`config.mk`:
```
export PLATFORM = sky130hd
export DESIGN_NAME = http2_frame_deframer_checker_unit
export DESIGN_NICKNAME = d
export VERILOG_FILES = /design/src/rtl/core/h2fd_pkg.sv /design/src/rtl/core/h2fd_front.sv /design/src/rtl/core/h2fd_fifo.sv /design/src/rtl/core/h2fd_back.sv /design/src/rtl/core/http2_frame_deframer_checker_unit.sv
export SDC_FILE = /design/constraint.sdc
export NUM_CORES = 1
export LEC_CHECK = 0
export BUFFER_PORTS_ARGS = -buffer_cell sky130_fd_sc_hd__buf_2
export CORE_MARGIN = 5
export CORE_UTILIZATION = 38
export CTS_BUF_LIST = sky130_fd_sc_hd__clkbuf_8
export DETAILED_ROUTE_END_ITERATION = 10
export GPL_TIMING_DRIVEN = 0
export PLACE_DENSITY = 0.62
export SYNTH_ARGS = -nofsm -noshare
export SYNTH_HDL_FRONTEND = slang
export SYNTH_SLANG_ARGS = --single-unit
```
`constraint.sdc`:
```
create_clock -name clk -period 19.45 [get_ports clk]
set_input_delay 3.89 -clock clk [delete_from_list [all_inputs] [get_ports clk]]
set_output_delay 3.89 -clock clk [all_outputs]
set_load 0.03 [all_outputs]
```
`src/rtl/core/h2fd_pkg.sv`:
```
// shared types, codes and constants for the http/2 deframer and frame checker
// no dependencies
`timescale 1ns / 1ps

package h2fd_pkg;

  typedef struct packed {
    logic [1:0]  kind;
    logic [7:0]  frame_type;
    logic [7:0]  frame_flags;
    logic [30:0] stream_id;
    logic [23:0] frame_len;
    logic [7:0]  data_byte;
    logic        last;
    logic [3:0]  check_code;
  } h2fd_item_t;

  localparam logic [1:0] KindHeader  = 2'd0;
  localparam logic [1:0] KindPayload = 2'd1;
  localparam logic [1:0] KindFatal   = 2'd2;

  localparam logic [3:0] ChkOk        = 4'd0;
  localparam logic [3:0] ChkPreface   = 4'd1;
  localparam logic [3:0] ChkTooLarge  = 4'd2;
  localparam logic [3:0] ChkExpCont   = 4'd3;
  localparam logic [3:0] ChkStreamZero = 4'd4;
  localparam logic [3:0] ChkPushProm  = 4'd5;
  localparam logic [3:0] ChkSettings  = 4'd6;
  localparam logic [3:0] ChkWinUpdate = 4'd7;
  localparam logic [3:0] ChkRst       = 4'd8;
  localparam logic [3:0] ChkPing      = 4'd9;
  localparam logic [3:0] ChkGoaway    = 4'd10;

  localparam logic [7:0] TypeData     = 8'h00;
  localparam logic [7:0] TypeHeaders  = 8'h01;
  localparam logic [7:0] TypeRst      = 8'h03;
  localparam logic [7:0] TypeSettings = 8'h04;
  localparam logic [7:0] TypePushProm = 8'h05;
  localparam logic [7:0] TypePing     = 8'h06;
  localparam logic [7:0] TypeGoaway   = 8'h07;
  localparam logic [7:0] TypeWinUpd   = 8'h08;
  localparam logic [7:0] TypeCont     = 8'h09;

  localparam logic [7:0] FlagAck        = 8'h01;
  localparam logic [7:0] FlagEndHeaders = 8'h04;

  localparam logic CfgExpectPreface = 1'b0;
  localparam logic CfgMaxFrameLen   = 1'b1;

  localparam int         CfgWidth    = 24;
  localparam logic [4:0] PrefaceLen  = 5'd24;
  localparam logic [23:0] MaxLenReset = 24'd16384;
  localparam int         HdrBytes    = 9;
  localparam int         HdrCntW     = 4;
  localparam int         FifoDepth   = 4;
  localparam int         FifoAw      = $clog2(FifoDepth);

  function automatic logic [7:0] preface_byte(input logic [4:0] pos);
    logic [7:0] r;
    case (pos)
      5'd0:  r = 8'h50;
      5'd1:  r = 8'h52;
      5'd2:  r = 8'h49;
      5'd3:  r = 8'h20;
      5'd4:  r = 8'h2a;
      5'd5:  r = 8'h20;
      5'd6:  r = 8'h48;
      5'd7:  r = 8'h54;
      5'd8:  r = 8'h54;
      5'd9:  r = 8'h50;
      5'd10: r = 8'h2f;
      5'd11: r = 8'h32;
      5'd12: r = 8'h2e;
      5'd13: r = 8'h30;
      5'd14: r = 8'h0d;
      5'd15: r = 8'h0a;
      5'd16: r = 8'h0d;
      5'd17: r = 8'h0a;
      5'd18: r = 8'h53;
      5'd19: r = 8'h4d;
      5'd20: r = 8'h0d;
      5'd21: r = 8'h0a;
      5'd22: r = 8'h0d;
      5'd23: r = 8'h0a;
      default: r = 8'h00;
    endcase
    return r;
  endfunction

endpackage

```
`src/rtl/core/h2fd_front.sv`:
```
// front end: preface match, header assembly, payload counting, length limit
// depends on h2fd_pkg
`timescale 1ns / 1ps

module h2fd_front (
  input  logic                       clk,
  input  logic                       rst_n,
  input  logic                       cfg_we,
  input  logic                       cfg_idx,
  input  logic [h2fd_pkg::CfgWidth-1:0] cfg_data,
  input  logic                       acc,
  input  logic [7:0]                 in_byte,
  output logic                       push,
  output h2fd_pkg::h2fd_item_t       item
);

  logic        expect_pre_r;
  logic [23:0] max_len_r;
  logic        stopped_r, stopped_nxt;
  logic [4:0]  pre_cnt_r, pre_cnt_nxt;
  logic [h2fd_pkg::HdrCntW-1:0] hdr_cnt_r, hdr_cnt_nxt;
  logic [23:0] pay_left_r, pay_left_nxt;
  logic [7:0]  hdr_r [h2fd_pkg::HdrBytes];
  logic        hdr_wr;

  logic [23:0] new_len;
  logic [30:0] new_sid;
  logic [30:0] cur_sid;
  logic [7:0]  pre_exp;

  assign new_len = {hdr_r[0], hdr_r[1], hdr_r[2]};
  assign new_sid = {hdr_r[5][6:0], hdr_r[6], hdr_r[7], in_byte};
  assign cur_sid = {hdr_r[5][6:0], hdr_r[6], hdr_r[7], hdr_r[8]};
  assign pre_exp = h2fd_pkg::preface_byte(h2fd_pkg::PrefaceLen - pre_cnt_r);

  always_comb begin
    stopped_nxt  = stopped_r;
    pre_cnt_nxt  = pre_cnt_r;
    hdr_cnt_nxt  = hdr_cnt_r;
    pay_left_nxt = pay_left_r;
    hdr_wr       = 1'b0;
    push         = 1'b0;
    item         = '0;
    if (acc && !stopped_r) begin
      if (expect_pre_r && pre_cnt_r != 5'd0) begin
        if (in_byte != pre_exp) begin
          stopped_nxt     = 1'b1;
          push            = 1'b1;
          item.kind       = h2fd_pkg::KindFatal;
          item.check_code = h2fd_pkg::ChkPreface;
        end else begin
          pre_cnt_nxt = pre_cnt_r - 5'd1;
        end
      end else if (pay_left_r != 24'd0) begin
        pay_left_nxt     = pay_left_r - 24'd1;
        push             = 1'b1;
        item.kind        = h2fd_pkg::KindPayload;
        item.frame_type  = hdr_r[3];
        item.frame_flags = hdr_r[4];
        item.stream_id   = cur_sid;
        item.frame_len   = new_len;
        item.data_byte   = in_byte;
        item.last        = (pay_left_r == 24'd1);
      end else begin
        hdr_wr = 1'b1;
        if (hdr_cnt_r != h2fd_pkg::HdrCntW'(h2fd_pkg::HdrBytes - 1)) begin
          hdr_cnt_nxt = hdr_cnt_r + 1'b1;
        end else begin
          hdr_cnt_nxt      = '0;
          push             = 1'b1;
          item.frame_type  = hdr_r[3];
          item.frame_flags = hdr_r[4];
          item.stream_id   = new_sid;
          item.frame_len   = new_len;
          if (new_len > max_len_r) begin
            stopped_nxt     = 1'b1;
            item.kind       = h2fd_pkg::KindFatal;
            item.check_code = h2fd_pkg::ChkTooLarge;
          end else begin
            pay_left_nxt = new_len;
            item.kind    = h2fd_pkg::KindHeader;
            item.last    = (new_len == 24'd0);
          end
        end
      end
    end
  end

  always_ff @(posedge clk) begin
    if (!rst_n) begin
      expect_pre_r <= 1'b1;
      max_len_r    <= h2fd_pkg::MaxLenReset;
      stopped_r    <= 1'b0;
      pre_cnt_r    <= h2fd_pkg::PrefaceLen;
      hdr_cnt_r    <= '0;
      pay_left_r   <= '0;
    end else begin
      if (cfg_we) begin
        case (cfg_idx)
          h2fd_pkg::CfgExpectPreface: expect_pre_r <= cfg_data[0];
          h2fd_pkg::CfgMaxFrameLen:   max_len_r    <= cfg_data[23:0];
          default: ;
        endcase
      end
      stopped_r  <= stopped_nxt;
      pre_cnt_r  <= pre_cnt_nxt;
      hdr_cnt_r  <= hdr_cnt_nxt;
      pay_left_r <= pay_left_nxt;
    end
  end

  always_ff @(posedge clk) begin
    if (hdr_wr) begin
      hdr_r[hdr_cnt_r] <= in_byte;
    end
  end

endmodule

```
`src/rtl/core/h2fd_fifo.sv`:
```
// short queue of classified beats between front and back
// depends on h2fd_pkg
`timescale 1ns / 1ps

module h2fd_fifo (
  input  logic                 clk,
  input  logic                 rst_n,
  input  logic                 wr_en,
  input  h2fd_pkg::h2fd_item_t wr_item,
  output logic                 full,
  input  logic                 rd_en,
  output h2fd_pkg::h2fd_item_t rd_item,
  output logic                 empty
);

  h2fd_pkg::h2fd_item_t mem_r [h2fd_pkg::FifoDepth];
  logic [h2fd_pkg::FifoAw-1:0] wr_ptr_r, rd_ptr_r;
  logic [h2fd_pkg::FifoAw:0]   cnt_r, cnt_nxt;

  assign full    = (cnt_r == (h2fd_pkg::FifoAw + 1)'(h2fd_pkg::FifoDepth));
  assign empty   = (cnt_r == '0);
  assign rd_item = mem_r[rd_ptr_r];

  always_comb begin
    cnt_nxt = cnt_r;
    if (wr_en && !rd_en) cnt_nxt = cnt_r + 1'b1;
    else if (!wr_en && rd_en) cnt_nxt = cnt_r - 1'b1;
  end

  always_ff @(posedge clk) begin
    if (!rst_n) begin
      wr_ptr_r <= '0;
      rd_ptr_r <= '0;
      cnt_r    <= '0;
    end else begin
      if (wr_en) wr_ptr_r <= wr_ptr_r + 1'b1;
      if (rd_en) rd_ptr_r <= rd_ptr_r + 1'b1;
      cnt_r <= cnt_nxt;
    end
  end

  always_ff @(posedge clk) begin
    if (wr_en) begin
      mem_r[wr_ptr_r] <= wr_item;
    end
  end

endmodule

```
`src/rtl/core/h2fd_back.sv`:
```
// back end: frame checks, header block tracking and output register
// depends on h2fd_pkg
`timescale 1ns / 1ps

module h2fd_back (
  input  logic                 clk,
  input  logic                 rst_n,
  input  logic                 q_empty,
  input  h2fd_pkg::h2fd_item_t q_item,
  output logic                 q_rd,
  input  logic                 out_pop,
  output logic                 out_empty,
  output h2fd_pkg::h2fd_item_t out_item
);

  logic        out_valid_r;
  h2fd_pkg::h2fd_item_t out_item_r, item_nxt;
  logic        in_block_r, in_block_nxt;
  logic [30:0] blk_sid_r, blk_sid_nxt;
  logic        take;
  logic        sid_zero;
  logic [1:0]  len_mod3;

  function automatic logic [1:0] mod3_24(input logic [23:0] v);
    logic [9:0] a;
    logic [3:0] b;
    logic [2:0] c;
    logic [2:0] d;
    a = 10'(v[23:16]) + 10'(v[15:8]) + 10'(v[7:0]);
    b = 4'(a[9:8]) + 4'(a[7:6]) + 4'(a[5:4]) + 4'(a[3:2]) + 4'(a[1:0]);
    c = 3'(b[3:2]) + 3'(b[1:0]);
    d = 3'(c[2]) + 3'(c[1:0]);
    return (d >= 3'd3) ? 2'(d - 3'd3) : d[1:0];
  endfunction

  assign take      = !q_empty && (!out_valid_r || out_pop);
  assign q_rd      = take;
  assign out_empty = !out_valid_r;
  assign out_item  = out_item_r;
  assign sid_zero  = (q_item.stream_id == 31'd0);
  assign len_mod3  = mod3_24(q_item.frame_len);

  always_comb begin
    item_nxt     = q_item;
    in_block_nxt = in_block_r;
    blk_sid_nxt  = blk_sid_r;
    if (q_item.kind == h2fd_pkg::KindHeader) begin
      if (in_block_r && (q_item.frame_type != h2fd_pkg::TypeCont ||
                         q_item.stream_id != blk_sid_r)) begin
        item_nxt.check_code = h2fd_pkg::ChkExpCont;
      end else begin
        case (q_item.frame_type)
          h2fd_pkg::TypeData: begin
            item_nxt.check_code = sid_zero ? h2fd_pkg::ChkStreamZero : h2fd_pkg::ChkOk;
          end
          h2fd_pkg::TypeHeaders, h2fd_pkg::TypeCont: begin
            if (sid_zero) begin
              item_nxt.check_code = h2fd_pkg::ChkStreamZero;
            end else begin
              item_nxt.check_code = h2fd_pkg::ChkOk;
              in_block_nxt = (q_item.frame_flags & h2fd_pkg::FlagEndHeaders) == 8'h00;
              if (q_item.frame_type == h2fd_pkg::TypeHeaders) blk_sid_nxt = q_item.stream_id;
            end
          end
          h2fd_pkg::TypeRst: begin
            item_nxt.check_code = (q_item.frame_len != 24'd4 || sid_zero) ?
                                  h2fd_pkg::ChkRst : h2fd_pkg::ChkOk;
          end
          h2fd_pkg::TypeSettings: begin
            if ((q_item.frame_flags & h2fd_pkg::FlagAck) != 8'h00)
              item_nxt.check_code = h2fd_pkg::ChkOk;
            else
              item_nxt.check_code = (q_item.frame_len[0] || len_mod3 != 2'd0) ?
                                    h2fd_pkg::ChkSettings : h2fd_pkg::ChkOk;
          end
          h2fd_pkg::TypePushProm: item_nxt.check_code = h2fd_pkg::ChkPushProm;
          h2fd_pkg::TypePing: begin
            item_nxt.check_code = (q_item.frame_len != 24'd8) ?
                                  h2fd_pkg::ChkPing : h2fd_pkg::ChkOk;
          end
          h2fd_pkg::TypeGoaway: begin
            item_nxt.check_code = (q_item.frame_len < 24'd8) ?
                                  h2fd_pkg::ChkGoaway : h2fd_pkg::ChkOk;
          end
          h2fd_pkg::TypeWinUpd: begin
            item_nxt.check_code = (q_item.frame_len != 24'd4) ?
                                  h2fd_pkg::ChkWinUpdate : h2fd_pkg::ChkOk;
          end
          default: item_nxt.check_code = h2fd_pkg::ChkOk;
        endcase
      end
    end
  end

  always_ff @(posedge clk) begin
    if (!rst_n) begin
      out_valid_r <= 1'b0;
      in_block_r  <= 1'b0;
      blk_sid_r   <= '0;
    end else begin
      if (take) begin
        out_valid_r <= 1'b1;
        in_block_r  <= in_block_nxt;
        blk_sid_r   <= blk_sid_nxt;
      end else if (out_pop) begin
        out_valid_r <= 1'b0;
      end
    end
  end

  always_ff @(posedge clk) begin
    if (take) begin
      out_item_r <= item_nxt;
    end
  end

endmodule

```
`src/rtl/core/http2_frame_deframer_checker_unit.sv`:
```
// channel   dir  handshake        payload
// input     in   in_push/in_full  in_byte
// result    out  out_empty/out_pop out_kind .. out_check_code
// config    in   cfg_we           cfg_idx, cfg_data
//
// one byte per cycle sustained while in_full is low; a result passes through a four-entry
// queue between front and back and is then held in the output register
// rst_n is synchronous; it resets the stop latch, preface count and queue
// in_full follows the queue being full; a stalled output only stalls input
// once the queue has filled
`timescale 1ns / 1ps

module http2_frame_deframer_checker_unit (
  input  logic                 clk,
  input  logic                 rst_n,
  input  logic                 in_push,
  output logic                 in_full,
  input  logic [7:0]           in_byte,
  output logic                 out_empty,
  input  logic                 out_pop,
  output logic [1:0]           out_kind,
  output logic [7:0]           out_frame_type,
  output logic [7:0]           out_frame_flags,
  output logic [30:0]          out_stream_id,
  output logic [23:0]          out_frame_len,
  output logic [7:0]           out_data_byte,
  output logic                 out_last,
  output logic [3:0]           out_check_code,
  input  logic                 cfg_we,
  input  logic                 cfg_idx,
  input  logic [h2fd_pkg::CfgWidth-1:0] cfg_data
);

  logic                 acc;
  logic                 f_push;
  h2fd_pkg::h2fd_item_t f_item;
  logic                 q_full, q_empty, q_rd;
  h2fd_pkg::h2fd_item_t q_item;
  h2fd_pkg::h2fd_item_t o_item;

  assign in_full = q_full;
  assign acc     = in_push && !q_full;

  h2fd_front u_front (
    .clk     (clk),
    .rst_n   (rst_n),
    .cfg_we  (cfg_we),
    .cfg_idx (cfg_idx),
    .cfg_data(cfg_data),
    .acc     (acc),
    .in_byte (in_byte),
    .push    (f_push),
    .item    (f_item)
  );

  h2fd_fifo u_fifo (
    .clk    (clk),
    .rst_n  (rst_n),
    .wr_en  (f_push),
    .wr_item(f_item),
    .full   (q_full),
    .rd_en  (q_rd),
    .rd_item(q_item),
    .empty  (q_empty)
  );

  h2fd_back u_back (
    .clk      (clk),
    .rst_n    (rst_n),
    .q_empty  (q_empty),
    .q_item   (q_item),
    .q_rd     (q_rd),
    .out_pop  (out_pop),
    .out_empty(out_empty),
    .out_item (o_item)
  );

  assign out_kind        = o_item.kind;
  assign out_frame_type  = o_item.frame_type;
  assign out_frame_flags = o_item.frame_flags;
  assign out_stream_id   = o_item.stream_id;
  assign out_frame_len   = o_item.frame_len;
  assign out_data_byte   = o_item.data_byte;
  assign out_last        = o_item.last;
  assign out_check_code  = o_item.check_code;

endmodule

```
==> results.toml <==
[sta]
grt_setup_unrepaired = "false"
setup_viol = 0
fin_crit_sh_pct = 50.0
setup_tns_ns = 0
max_clock_freq_ghz = 0.103
fin_crit_ns = 9.72
slew_headroom_pct = 14.1
tightest_slew_ns = 1.28
slew_violations = 0
finalClockSkew_ns = 0.0387
timing.final.hold_violations = 0

[floorplanning]
std_cell_rows = 94
io_pins = 126
core_um2 = 65600
fp.dieW_um = 267
die_area_um2 = 71200
die_h_um = 267
start_util_pct = 38.2

[logic_synthesis]
synth_edf_count = 493
synthArstFlopShare_pct = 0
ys_seq_elements = 594
ys_types = 82
synth-main-ff-cell = "edfxtp_1"
syn-num-nets = 1806
syn_area_um2 = 25100
ys_warn_count = 0
synth_seq_area_share_pct = 67.1
avgSynthCellArea_um2 = 14.8
netlist_instances = 1692

[critical_path]
endpoint_kind = "flip-flop"
r2r_slack_ns = 9.73
crit_type = "flip-flop to flip-flop"
max_stage_delay_ns = 0.60
crit_family = "adder cells"
r2r-end = "u_back.out_item[1]"
worst_setup_path_start_kind = "flip-flop"
path_buf_inv = 9
cp.depth = 36
critPathArrivalTime_ns = 10.11
worstPathRequired_ns = 19.84
crit_fanout = 10
reg2reg_depth = 36
critPathSlowestCell = "buf_1"

[global_route]
grt_usage_pct = 17.0
grt_pass1_vias = 15500
overflow = 0
grt_pass1_wl_um = 92800
grt_max_degree = 52
antenna_found_initial = 5

[clocking]
cts_resized = 0
clkSinkCount = 594
cts_inserted_buffers = 92
cts_setup_buffers = 0
cts_hold_buf = 0
clock_path_buffers = 3
path_clk_slew_ns = 0.06
clk_latency_ns = 0.68
htree_num_levels = 3
cts_tree = "yes"
cts_root_buf = "clkbuf_8"

[routing]
drt_wl_total_um = 61300
via_per_inst = 5.33
drt_iter0_drc = 1197
drc = 0
detail-route-antenna-nets = 0
dr.pass1.iters = 5
vias = 15200
wl_per_cell_um = 21.4

[layout]
layout.nets = 2032
most-common-layout-cells = "493 x edfxtp_1, 148 x buf_2, 117 x nand2_1"
n_fill_cell = 5859
drive_gt1_share_pct = 19.6
mostFrequentLayoutCell = "edfxtp_1"
area_delta_synth_final_pct = 14.3
stdcell_count = 2858
stdcell_area_um2 = 28700

[placement]
placed_cells = 2688
hpwl_um = 41200
numPortBuffers = 125
placed_cell_area_um2 = 27000
gp_congestion = 0.876

[worst_hold_path]
holdPathEnd = "u_front.max_len_r[1]"
hp-class = "flip-flop to flip-flop"
hold_path_depth = 2
min_from = "u_front.max_len_r[1]"

[run]
maxCapViolCount = 0

[run_status]
status = "finished, final reports clean"
==> state kept, by name, summed over array words and instances, names as in the netlist, named ones only <==
register	count
u_back.blk_sid_r	31
u_back.in_block_r	1
u_back.out_item	86
u_back.out_valid_r	1
u_fifo.cnt_r	3
u_fifo.mem_r	336
u_fifo.rd_ptr_r	2
u_fifo.wr_ptr_r	2
u_front.expect_pre_r	1
u_front.hdr_cnt_r	4
u_front.hdr_r	71
u_front.max_len_r	24
u_front.pay_left_r	24
u_front.pre_cnt_r	5
u_front.stopped_r	1
==> worst register-to-register path: cells and delay by family, from the launching register on <==
family | cells | cell delay [ns]
flip-flops | 1 | 0.35
buffers and inverters | 9 | 2.26
adder cells (fa/ha/maj) | 12 | 4.20
XOR/XNOR | 2 | 0.42
multiplexers | 1 | 0.46
AO/OA/AOI/OAI | 8 | 1.41
AND/OR/NAND/NOR | 4 | 0.33
==> stage by stage <==
stage                     utilization, %  hold WS (ns)  worst slack [ns]
final                               43.7         0.454              9.73
after global routing                43.7         0.479              9.09
after CTS                           43.7         0.458              9.57
after detailed placement            41.1         0.449              9.59
after global placement              40.8         0.445              6.22
after floorplan                        -         0.436              9.55
==> cells in the mapped netlist, types with 4 or more instances <==
library cell    n  area (um2)
inv_1          70         263
or4_1           7        52.6
o211ai_1       12        90.1
a311oi_1        4        35.0
o21ai_1        31         155
nand3_1        47         235
and2_1         84         526
buf_4           4        30.0
o311ai_0        4        35.0
or3_1           8        50.1
clkbuf_1       45         169
buf_2          23         115
dfxtp_1       101        2020
nor3_1         30         150
a21o_1         15         113
nor4_1         28         175
mux4_2         84        1890
a21oi_1        84         420
o21ai_0        24         120
a22o_1          9        78.8
mux2i_1         6        60.1
nand2_1       117         439
nor2_1         72         270
nand2b_1       15        93.8
nor2b_1         9        56.3
edfxtp_1      493       14800
fa_1           10         200
ha_1           66         826
o32ai_1         5        43.8
buf_1           4        15.0
a31oi_1         6        37.5
a221oi_1        4        35.0
xnor2_1        44         385
o21bai_1        7        52.6
nand4_1        17         106
xor2_1         12         105
nor3b_1         5        37.5
o31ai_1        10        75.1
o21a_1          6        45.0
o221a_2         7        78.8
==> cell type report <==
| class | count | area (um2) | share of cell area (%) |
|---|---|---|---|
| multi-input cells | 948 | 7640 | 26.7 |
| clock inverters | 73 | 385 | 1.34 |
| plain buffers | 78 | 345 | 1.21 |
| flip-flops and latches | 594 | 16800 | 58.7 |
| repair buffers | 132 | 803 | 2.80 |
| inverters | 72 | 270 | 0.943 |
| well taps | 864 | 1080 | 3.77 |
| diodes | 3 | 7.51 | 0.0262 |
| clock buffers | 94 | 1290 | 4.51 |
==> routing by layer <==
layer / vias to the layer above / GRT usage (%) / part of all wire [%]
met5: - / 0 / 0.021
met2: 500 / 28.5 / 49
li1: 6949 / - / -
met1: 7692 / 22.4 / 42
met4: 2 / 5.81 / 2.3
met3: 82 / 3.13 / 6.0
==> cell families (layout without fill, tap and decap cells) <==
| logic type | Yosys count | count (layout) | synth area share (%) |
|---|---|---|---|
| compound gates | 266 | 266 | 7.02 |
| xor+xnor | 56 | 56 | 1.96 |
| fa+ha+maj | 76 | 76 | 4.09 |
| buf+inv | 150 | 449 | 2.46 |
| flops | 594 | 594 | 67.1 |
| mux | 91 | 91 | 7.83 |
| other cells | 0 | 3 | 0 |
| simple gates | 459 | 459 | 9.51 |
==> how the worst max path moves through the flow <==
stage,start,slack (ns),end
after global routing,flip-flop,9.09,u_back.out_item[1]
after detailed placement,flip-flop,9.59,u_back.out_item[1]
after CTS,flip-flop,9.57,u_back.out_item[1]
after floorplan,out_pop,9.55,u_back.blk_sid_r[10]
final,flip-flop,9.73,u_back.out_item[1]
after global placement,out_pop,6.22,u_back.blk_sid_r[5]
Power is left out: the tool's default activity adds up to more than one toggle a clock period on the data nets, which glitch-free logic cannot reach.
